### src/srp_pkg.sv
// Shared types and constants for the slope ramp planner.
package srp_pkg;

  // Step registers are unsigned Q15.16 values of 31 bits.
  localparam int StepW = 31;
  localparam logic [StepW-1:0] StepReset = 31'd65536;

  // Configuration write port.
  localparam int CfgIndexW = 1;
  localparam int CfgDataW = 32;

  typedef enum logic [CfgIndexW-1:0] {
    CfgIncreaseStep = 1'b0,
    CfgDecreaseStep = 1'b1
  } cfg_reg_e;

endpackage

### src/srp_step.sv
// Combinational step logic: moves the plan toward the target by one limited step.
module srp_step #(
  parameter int VALUE_WIDTH = 32
) (
  input  logic signed [VALUE_WIDTH-1:0] plan_i,
  input  logic signed [VALUE_WIDTH-1:0] target_i,
  input  logic signed [VALUE_WIDTH-1:0] feedback_i,
  input  logic [srp_pkg::StepW-1:0]     increase_step_i,
  input  logic [srp_pkg::StepW-1:0]     decrease_step_i,
  output logic signed [VALUE_WIDTH-1:0] result_o
);
  import srp_pkg::*;

  // Wide enough for a saturating add of a full step to any value.
  localparam int SumW = ((VALUE_WIDTH > StepW) ? VALUE_WIDTH : StepW) + 2;

  logic                          going_up;
  logic                          in_between;
  logic                          rising;
  logic signed [VALUE_WIDTH-1:0] base;
  logic signed [VALUE_WIDTH:0]   gap_s;
  logic [VALUE_WIDTH-1:0]        gap;
  logic [StepW-1:0]              step;
  logic [SumW-1:0]               gap_ext;
  logic [SumW-1:0]               step_ext;
  logic signed [SumW-1:0]        base_ext;
  logic signed [SumW-1:0]        step_s;
  logic signed [SumW-1:0]        sum_up;
  logic signed [SumW-1:0]        sum_dn;
  logic signed [SumW-1:0]        max_ext;
  logic signed [SumW-1:0]        min_ext;
  logic signed [VALUE_WIDTH-1:0] stepped;

  assign going_up = target_i > plan_i;

  // Feedback lying between plan and target (inclusive) becomes the new base.
  assign in_between = ((target_i >= feedback_i) && (feedback_i >= plan_i)) ||
                      ((target_i <= feedback_i) && (feedback_i <= plan_i));
  assign base = in_between ? feedback_i : plan_i;

  // Distance from plan to target is never negative and fits VALUE_WIDTH bits.
  always_comb begin
    if (going_up) begin
      gap_s = {target_i[VALUE_WIDTH-1], target_i} - {plan_i[VALUE_WIDTH-1], plan_i};
    end else begin
      gap_s = {plan_i[VALUE_WIDTH-1], plan_i} - {target_i[VALUE_WIDTH-1], target_i};
    end
  end
  assign gap = gap_s[VALUE_WIDTH-1:0];

  // A zero plan counts as rising in both directions.
  always_comb begin
    if (plan_i[VALUE_WIDTH-1]) begin
      rising = target_i < plan_i;
    end else if (plan_i != '0) begin
      rising = going_up;
    end else begin
      rising = 1'b1;
    end
  end
  assign step = rising ? increase_step_i : decrease_step_i;

  assign gap_ext  = {{(SumW-VALUE_WIDTH){1'b0}}, gap};
  assign step_ext = {{(SumW-StepW){1'b0}}, step};
  assign base_ext = {{(SumW-VALUE_WIDTH){base[VALUE_WIDTH-1]}}, base};
  assign step_s   = step_ext;
  assign max_ext  = {{(SumW-VALUE_WIDTH+1){1'b0}}, {(VALUE_WIDTH-1){1'b1}}};
  assign min_ext  = {{(SumW-VALUE_WIDTH+1){1'b1}}, {(VALUE_WIDTH-1){1'b0}}};
  assign sum_up   = base_ext + step_s;
  assign sum_dn   = base_ext - step_s;

  always_comb begin
    if (going_up) begin
      stepped = (sum_up > max_ext) ? max_ext[VALUE_WIDTH-1:0] : sum_up[VALUE_WIDTH-1:0];
    end else begin
      stepped = (sum_dn < min_ext) ? min_ext[VALUE_WIDTH-1:0] : sum_dn[VALUE_WIDTH-1:0];
    end
  end

  always_comb begin
    if (target_i == plan_i) begin
      result_o = base;
    end else if (gap_ext > step_ext) begin
      result_o = stepped;
    end else begin
      result_o = target_i;
    end
  end

endmodule

### src/slope_ramp_planner_unit.sv
// A result passes through the input stage and then the result register; one item per cycle
// unless the result stalls, and the plan loop closes through the result register.
// The input stage, when empty, takes a new item while a finished result waits downstream.
// Reset clears the plan to zero and both step registers to 1.0 (Q15.16).
// No clearing pass is needed after reset.
module slope_ramp_planner_unit #(
  parameter int VALUE_WIDTH = 32
) (
  input  logic                            clk_i,
  input  logic                            rst_ni,
  input  logic                            in_valid_i,
  output logic                            in_ready_o,
  input  logic signed [VALUE_WIDTH-1:0]   target_i,
  input  logic signed [VALUE_WIDTH-1:0]   feedback_i,
  output logic                            out_valid_o,
  input  logic                            out_ready_i,
  output logic signed [VALUE_WIDTH-1:0]   ramp_output_o,
  input  logic                            cfg_valid_i,
  output logic                            cfg_ready_o,
  input  logic [srp_pkg::CfgIndexW-1:0]   cfg_index_i,
  input  logic [srp_pkg::CfgDataW-1:0]    cfg_data_i
);
  import srp_pkg::*;

  logic                          s1_valid_q;
  logic signed [VALUE_WIDTH-1:0] target_q;
  logic signed [VALUE_WIDTH-1:0] feedback_q;
  logic                          out_valid_q;
  logic signed [VALUE_WIDTH-1:0] ramp_q;
  logic signed [VALUE_WIDTH-1:0] ramp_d;
  logic [StepW-1:0]              inc_step_q;
  logic [StepW-1:0]              dec_step_q;
  logic                          advance;
  logic                          cfg_write;

  // The result register doubles as the stored plan.
  assign advance    = s1_valid_q && (!out_valid_q || out_ready_i);
  assign in_ready_o = !s1_valid_q || advance;
  assign cfg_ready_o = 1'b1;
  assign cfg_write  = cfg_valid_i && cfg_ready_o;

  always_ff @(posedge clk_i or negedge rst_ni) begin
    if (!rst_ni) begin
      s1_valid_q <= 1'b0;
    end else if (in_ready_o) begin
      s1_valid_q <= in_valid_i;
    end
  end

  always_ff @(posedge clk_i) begin
    if (in_valid_i && in_ready_o) begin
      target_q   <= target_i;
      feedback_q <= feedback_i;
    end
  end

  srp_step #(
    .VALUE_WIDTH(VALUE_WIDTH)
  ) u_step (
    .plan_i         (ramp_q),
    .target_i       (target_q),
    .feedback_i     (feedback_q),
    .increase_step_i(inc_step_q),
    .decrease_step_i(dec_step_q),
    .result_o       (ramp_d)
  );

  always_ff @(posedge clk_i or negedge rst_ni) begin
    if (!rst_ni) begin
      out_valid_q <= 1'b0;
      ramp_q      <= '0;
    end else begin
      if (advance) begin
        ramp_q <= ramp_d;
      end
      if (advance) begin
        out_valid_q <= 1'b1;
      end else if (out_ready_i) begin
        out_valid_q <= 1'b0;
      end
    end
  end

  assign out_valid_o   = out_valid_q;
  assign ramp_output_o = ramp_q;

  always_ff @(posedge clk_i or negedge rst_ni) begin
    if (!rst_ni) begin
      inc_step_q <= StepReset;
      dec_step_q <= StepReset;
    end else if (cfg_write) begin
      unique case (cfg_reg_e'(cfg_index_i))
        CfgIncreaseStep: inc_step_q <= cfg_data_i[StepW-1:0];
        CfgDecreaseStep: dec_step_q <= cfg_data_i[StepW-1:0];
        default: ;
      endcase
    end
  end

  // The input stage only refuses an item when it is full and the result is stalled.
  a_ready_only_on_stall: assert property (@(posedge clk_i) disable iff (!rst_ni)
    !in_ready_o |-> (s1_valid_q && out_valid_q && !out_ready_i))
    else $error("input refused without a downstream stall");

  a_advance_fills_output: assert property (@(posedge clk_i) disable iff (!rst_ni)
    advance |=> out_valid_q)
    else $error("advanced item did not reach the result register");

  a_held_item_keeps_data: assert property (@(posedge clk_i) disable iff (!rst_ni)
    (s1_valid_q && !advance) |=> (s1_valid_q && $stable(target_q) && $stable(feedback_q)))
    else $error("held item lost or changed in the input stage");

  a_plan_holds_when_idle: assert property (@(posedge clk_i) disable iff (!rst_ni)
    !advance |=> $stable(ramp_q))
    else $error("plan changed without an item");

  a_cfg_increase_write: assert property (@(posedge clk_i) disable iff (!rst_ni)
    (cfg_write && (cfg_reg_e'(cfg_index_i) == CfgIncreaseStep))
      |=> (inc_step_q == $past(cfg_data_i[StepW-1:0])))
    else $error("increase step write not taken");

endmodule

### config.mk
export PLATFORM = sky130hd
export DESIGN_NAME = slope_ramp_planner_unit
export DESIGN_NICKNAME = d
export VERILOG_FILES = /design/src/srp_pkg.sv /design/src/srp_step.sv /design/src/slope_ramp_planner_unit.sv
export SDC_FILE = /design/constraint.sdc
export NUM_CORES = 1
export LEC_CHECK = 0
export ABC_AREA = 0
export ABC_CLOCK_PERIOD_IN_PS = 19200
export BUFFER_PORTS_ARGS = -buffer_cell sky130_fd_sc_hd__clkbuf_2
export CAP_MARGIN = 20
export CORE_MARGIN = 2
export CORE_UTILIZATION = 29
export DETAILED_ROUTE_END_ITERATION = 12
export GPL_TIMING_DRIVEN = 0
export SETUP_SLACK_MARGIN = 0.4
export SLEW_MARGIN = 10
export SYNTH_ARGS = -nofsm -noshare
export SYNTH_HDL_FRONTEND = slang
export SYNTH_SLANG_ARGS = --single-unit
### constraint.sdc
create_clock -name clk_i -period 19.2 [get_ports clk_i]
set_input_delay 2.88 -clock clk_i [delete_from_list [all_inputs] [get_ports clk_i]]
set_output_delay 2.88 -clock clk_i [all_outputs]
set_load 0.01 [all_outputs]
* After elaboration in Yosys (flattened, before gate mapping) *
Cells that the tools add are included.

storage, ports and cells
  flip-flop bits (word level) = 160
  bits in latches = 0
  memory bits (writable) = 0
  memory bits (read-only) = 0
  input bits = 102
  output and inout bits = 35
  word-level logic and storage cells = 47
  memories kept = 0

cells by class
  add/sub/neg operators = 4
  multiply operators = 0
  divide/modulo/power cells = 0
  magnitude comparators = 9
  equality and inequality tests = 1
  shifts and indexed selects = 0
  muxes and demuxes = 12
  bitwise logic cells = 1
  reductions and logical operators = 13

operators with widths
  cell                  number
  $mux 32               7
  $ge 32x32->1          2
  $le 32x32->1          2
  $sub 32x32->32        2
  $gt 34x32->1 const B  1
  $lt 34x32->1 const B  1
  $add 32x32->33        1
  $sub 32x32->33        1
  $eq 32x32->1          1
  $gt 32x31->1          1
  $gt 32x32->1          1
  $lt 32x32->1          1
  $reduce_bool 32->1    1
  $mux 31               1
  $logic_and 1x1->1     4
  $mux 1                4
  $reduce_and 2->1      2
  $logic_or 1x1->1      3
  $logic_not 1->1       2
  $reduce_bool 2->1     1
  $not 1->1             1

* Logic depth before layout (Yosys ltp) *
  depth after elaboration = 10
  mapped depth = 34
  mapped depth without buffers = 29

* Hierarchy *
Synthesis repeated with hierarchy kept, for this count alone.

unflattened totals
  cell total of the unflattened synthesis = 1,918
  area, all modules = 16,759.8 um^2

by module, submodules not included
  module                   instances  cells each  area an instance (um^2)  seq. area each (um^2)
  srp_step                 1          1,645       10,938.0                 0.0
  slope_ramp_planner_unit  1          273         5,821.8                  4,326.6

* Least setup slack after synthesis *
Ideal clock, no wire load.

  path kind = register -> register
  start = register ramp_q[13] (netlist: ramp_output_o[13])
  end = register ramp_q[10] (netlist: ramp_output_o[10])
  library setup time = 0.142 ns
  data arrival time = 6.956 ns
  data required time = 19.058 ns
  setup slack = 12.102 ns
  cell stages (with the launch flop) = 33
  path buffers = 5
  period minus slack after synthesis = 7.098 ns
  path through = dfrtp_1 inv_1 ha_1 a21o_1 a21o_1 a211o_1 o311a_1 a211oi_2 mux2i_1 buf_4 buf_2 clkbuf_1 clkbuf_1 nor2_1 a21oi_1 ha_1 fa_1 o21bai_1 a21oi_1 o21ai_0 nand2_1 or4_1 nand3_1 a311oi_1 o221ai_1 a31o_2 a221oi_1 o2bb2ai_1 clkbuf_1 nor2_1 a221o_1 a21oi_1 o221ai_1

on the way
  cells in the longest elaborated chain, start to end = 10
  elaborated cells between the ends (all ways) = 26
  classes of those cells = 4 x add/sub; 7 x order compare; 1 x eq/ne; 10 x mux; 4 x reduce/logical

ends and longest elaborated chain
  item                                              RTL line                        source
  start: declaration                                slope_ramp_planner_unit.sv:29   logic signed [VALUE_WIDTH-1:0] ramp_q;
  start signal: assignment                          slope_ramp_planner_unit.sv:74   ramp_q <= ramp_d;
  $gt 32x32->1 (tied with other cells)              srp_step.sv:34                  assign going_up = target_i > plan_i;
  $mux 1 (tied with other cells)                    srp_step.sv:55                  end else if (plan_i != '0) begin
  $mux 1 or $logic_or 1x1->1 (tied branches)        srp_step.sv:53, srp_step.sv:37
  $mux 31 or $mux 32 (tied branches)                srp_step.sv:61, srp_step.sv:39
  $sub 32x32->33 or $add 32x32->33 (tied branches)  srp_step.sv:70, srp_step.sv:69
  $lt 34x32->1 or $gt 34x32->1 (tied branches)      srp_step.sv:76, srp_step.sv:74
  $mux 32 (on tied branches)                        srp_step.sv:76, srp_step.sv:74
  $mux 32                                           srp_step.sv:73                  if (going_up) begin
  $mux 32                                           srp_step.sv:83                  end else if (gap_ext > step_ext) begin
  $mux 32 (*)                                       srp_step.sv:81                  if (target_i == plan_i) begin

Mark *: on every way between the ends. The rest lies on a longest branch, timed or not.
A chain may end at the register's enable or synchronous reset.

* Worst setup path after layout *
  start = register ramp_q[31] (netlist: ramp_output_o[31])
  end = register ramp_q[23] (netlist: ramp_output_o[23])

The elaborated chain is that of the path after synthesis.

==> flow_summary.ini <==
[synthesis]
syn_area_um2 = 17000
synth_nets = 2341
synth_fa_ha_area_share_pct = 16.3
yosysWarnings = 0
synth_compound_area_share_pct = 24.3
synth_top_family_by_area = compound AO/OA/AOI/OAI gates
yosys.area_share.simple_pct = 15.6
syn_area_per_cell_um2 = 8.44
synthArstFlopShare_pct = 60.0
synth-edff-count = 64
yosys.area_share.xor_xnor_pct = 4.04
muxShareOfSynthArea_pct = 8.03
synth-seq-cells = 160
ys.flop_type = dfrtp_1
synth.distinct_cells = 104
syn_inst = 2021
yosysSeqAreaShare_pct = 25.4

[detailed_routing]
drtPass1Iterations = 5
viasPerCell = 5.62
detail_route.iter0.violations = 1733
wirelength_um = 71700
vias = 16600
wl_per_cell_um = 24.3
drc = 0
ant_nets = 0

[layout]
drive_gt1_share_pct = 14.6
final_nets = 2495
diodes = 0
area_growth_pct = 13.4

[setup_path]
worstPathMaxFanout = 10
critical_path_class = reg -> reg
path_buf_inv = 6
crit_path_end_kind = flip-flop
critPathTopFamily = compound AO/OA/AOI/OAI gates
crit_path_top_delay_cell = nor4bb_1
cp_slowest_stage_delay_ns = 1.01
crit_path_start_kind = flip-flop
cp.required_ns = 19.55
arrival_ns = 11.49

[clock_tree]
clock_latency_ns = 0.51
clockRootBuffer = clkbuf_16
cts_buffer_depth = 2
cts_sinks = 160
clk_pin_slew_ns = 0.07
tritoncts = built
htreeDepth = 4
cts_buffers = 17
hold_buffers = 0
cts_setup_buffers = 0
post_cts_resized = 0

[global_routing]
antenna_found_initial = 1
use_met1_pct = 30.0
grt_pass1_wl_um = 104000
grt_overflow = 0
grt_pass1_vias = 16000
grt_max_degree = 81
use_met2_pct = 39.3
top_usage_layer = met2
track_usage_pct = 23.4
grtUsageMet3_pct = 2.83

[job]
cap_violations = 0

[status]
outcome = finished clean

[floorplanning]
ioPinCount = 137
dieArea_um2 = 60700
start_util_pct = 29.4
die_w_um = 246
die_y_um = 246
rows = 88
core_area_um2 = 57900

[timing]
finalHoldViolCount = 0
worst_slew_pin_slew_ns = 1.16
tns_ns = 0
maxSlewHeadroom_pct = 21.6
report.final.setup_viol = 0
rsz0062_at_grt = false
timing.fmax_ghz = 0.0897
fin_worst_skew_ns = 0.0193
min_period_ns = 11.14
period_share_pct = 58.0
drv_slew = 0

[placed_design]
dp_hpwl_um = 59200
routabilityCongestion = 0.965
io_buffer_count = 134

[min_path]
hold_class = reg -> reg
-- layout make-up --
type,instances,area (um^2)
clock inverters,13,185
fillers,6167,38600
flip-flops and latches,160,4330
well taps,765,957
clock buffers,17,425
plain buffers,89,392
inverters,183,687
multi-input cells,1589,11600
repair buffers,135,707
-- state kept, by name, indices dropped and copies added (netlist names) --
register and cells:
dec_step_q 31, feedback_q 32, inc_step_q 31, out_valid_o 1
ramp_output_o 32, s1_valid_q 1, target_q 32
-- synthesized netlist by cell type, drive strengths merged, types with 16 or more instances --
| library cell | count | area (um^2) |
|---|---|---|
| xnor2 | 46 | 448 |
| xor2 | 25 | 219 |
| o211ai | 17 | 141 |
| inv | 182 | 683 |
| o21ai | 142 | 714 |
| nor2 | 144 | 558 |
| clkbuf | 59 | 221 |
| o21bai | 29 | 218 |
| and2 | 16 | 100 |
| mux2 | 79 | 897 |
| nor4 | 19 | 131 |
| a21oi | 196 | 985 |
| ha | 214 | 2680 |
| o22ai | 16 | 100 |
| a211oi | 38 | 305 |
| nor3 | 34 | 170 |
| nand3 | 46 | 230 |
| nand2b | 20 | 125 |
| mux2i | 44 | 472 |
| dfrtp | 94 | 2350 |
| nand4 | 41 | 257 |
| a21o | 54 | 407 |
| a31oi | 22 | 153 |
| nand2 | 130 | 500 |
| edfxtp | 64 | 1920 |
| and3 | 19 | 119 |
| buf | 30 | 170 |
| nor2b | 22 | 138 |
-- kinds of logic (layout without fill, tap and decap cells) --
logic type      Yosys count  after routing
compound gates          639            639
xor+xnor                 72             72
fa+ha+maj               220            220
buf+inv                 272            437
flops                   160            160
mux                     123            123
other cells               1              1
simple gates            534            534
-- path summary, 6_finish.rpt --
path | cells past startpoint | from | slack [ns] | end
worst min register to register | 1 | dec_step_q[8]$_DFFE_PN0P_ | 0.50 | dec_step_q[8]$_DFFE_PN0P_
worst max-delay path | 33 | ramp_output_o[31]$_DFFE_PN0P_ | 8.06 | ramp_output_o[23]$_DFFE_PN0P_
worst max register to register | 33 | ramp_output_o[31]$_DFFE_PN0P_ | 8.06 | ramp_output_o[23]$_DFFE_PN0P_
min in group asynchronous | 1 | rst_ni | 2.24 | ramp_output_o[9]$_DFFE_PN0P_
max in group asynchronous | 2 | rst_ni | 16.23 | ramp_output_o[31]$_DFFE_PN0P_
worst min-delay path | 1 | dec_step_q[8]$_DFFE_PN0P_ | 0.50 | dec_step_q[8]$_DFFE_PN0P_
-- routing by layer --
metal,wire length [um],vias up
li1,-,7701
met2,34600,595
met1,30500,8176
met3,3590,120
met4,2970,2
met5,8,-
-- stage by stage --
stage | hold slack [ns] | instance area [um^2] | std cells | util (%) | setup slack, ns
final | 0.500 | 19300 | 2951 | 33.4 | 8.06
after global routing | 0.516 | 19300 | 2951 | 33.4 | 7.65
after CTS | 0.506 | 19300 | 2951 | 33.4 | 8.43
after detailed placement | 0.492 | 18700 | 2921 | 32.3 | 8.45
after global placement | 0.484 | 18700 | 2920 | 32.2 | 8.57
after floorplan | 0.471 | 17000 | 2021 | - | 12.10
-- placed cells by master, fill, tap and decap left out, types with 15 or more instances in the layout --
master,synthesis,routed
ha_1,214,214
a21oi_1,195,195
inv_1,180,180
nor2_1,141,141
clkbuf_2,0,133
o21ai_0,130,130
nand2_1,127,127
dfrtp_1,94,94
mux2_2,77,77
edfxtp_1,64,64
clkbuf_1,59,59
a21o_1,53,53
nand3_1,46,46
nand4_1,41,41
xnor2_1,40,40
mux2i_1,38,38
a211oi_1,34,34
nor3_1,34,34
o21bai_1,29,29
xor2_1,25,25
nor2b_1,22,22
a31oi_1,21,21
nand2b_1,20,20
and3_1,19,19
nor4_1,17,17
clkbuf_16,0,17
buf_2,16,16
o211ai_1,16,16
o22ai_1,16,16
and2_1,16,15
Power is left out: the tool's default activity adds up to more than one toggle a clock period on the data nets, which glitch-free logic cannot reach.
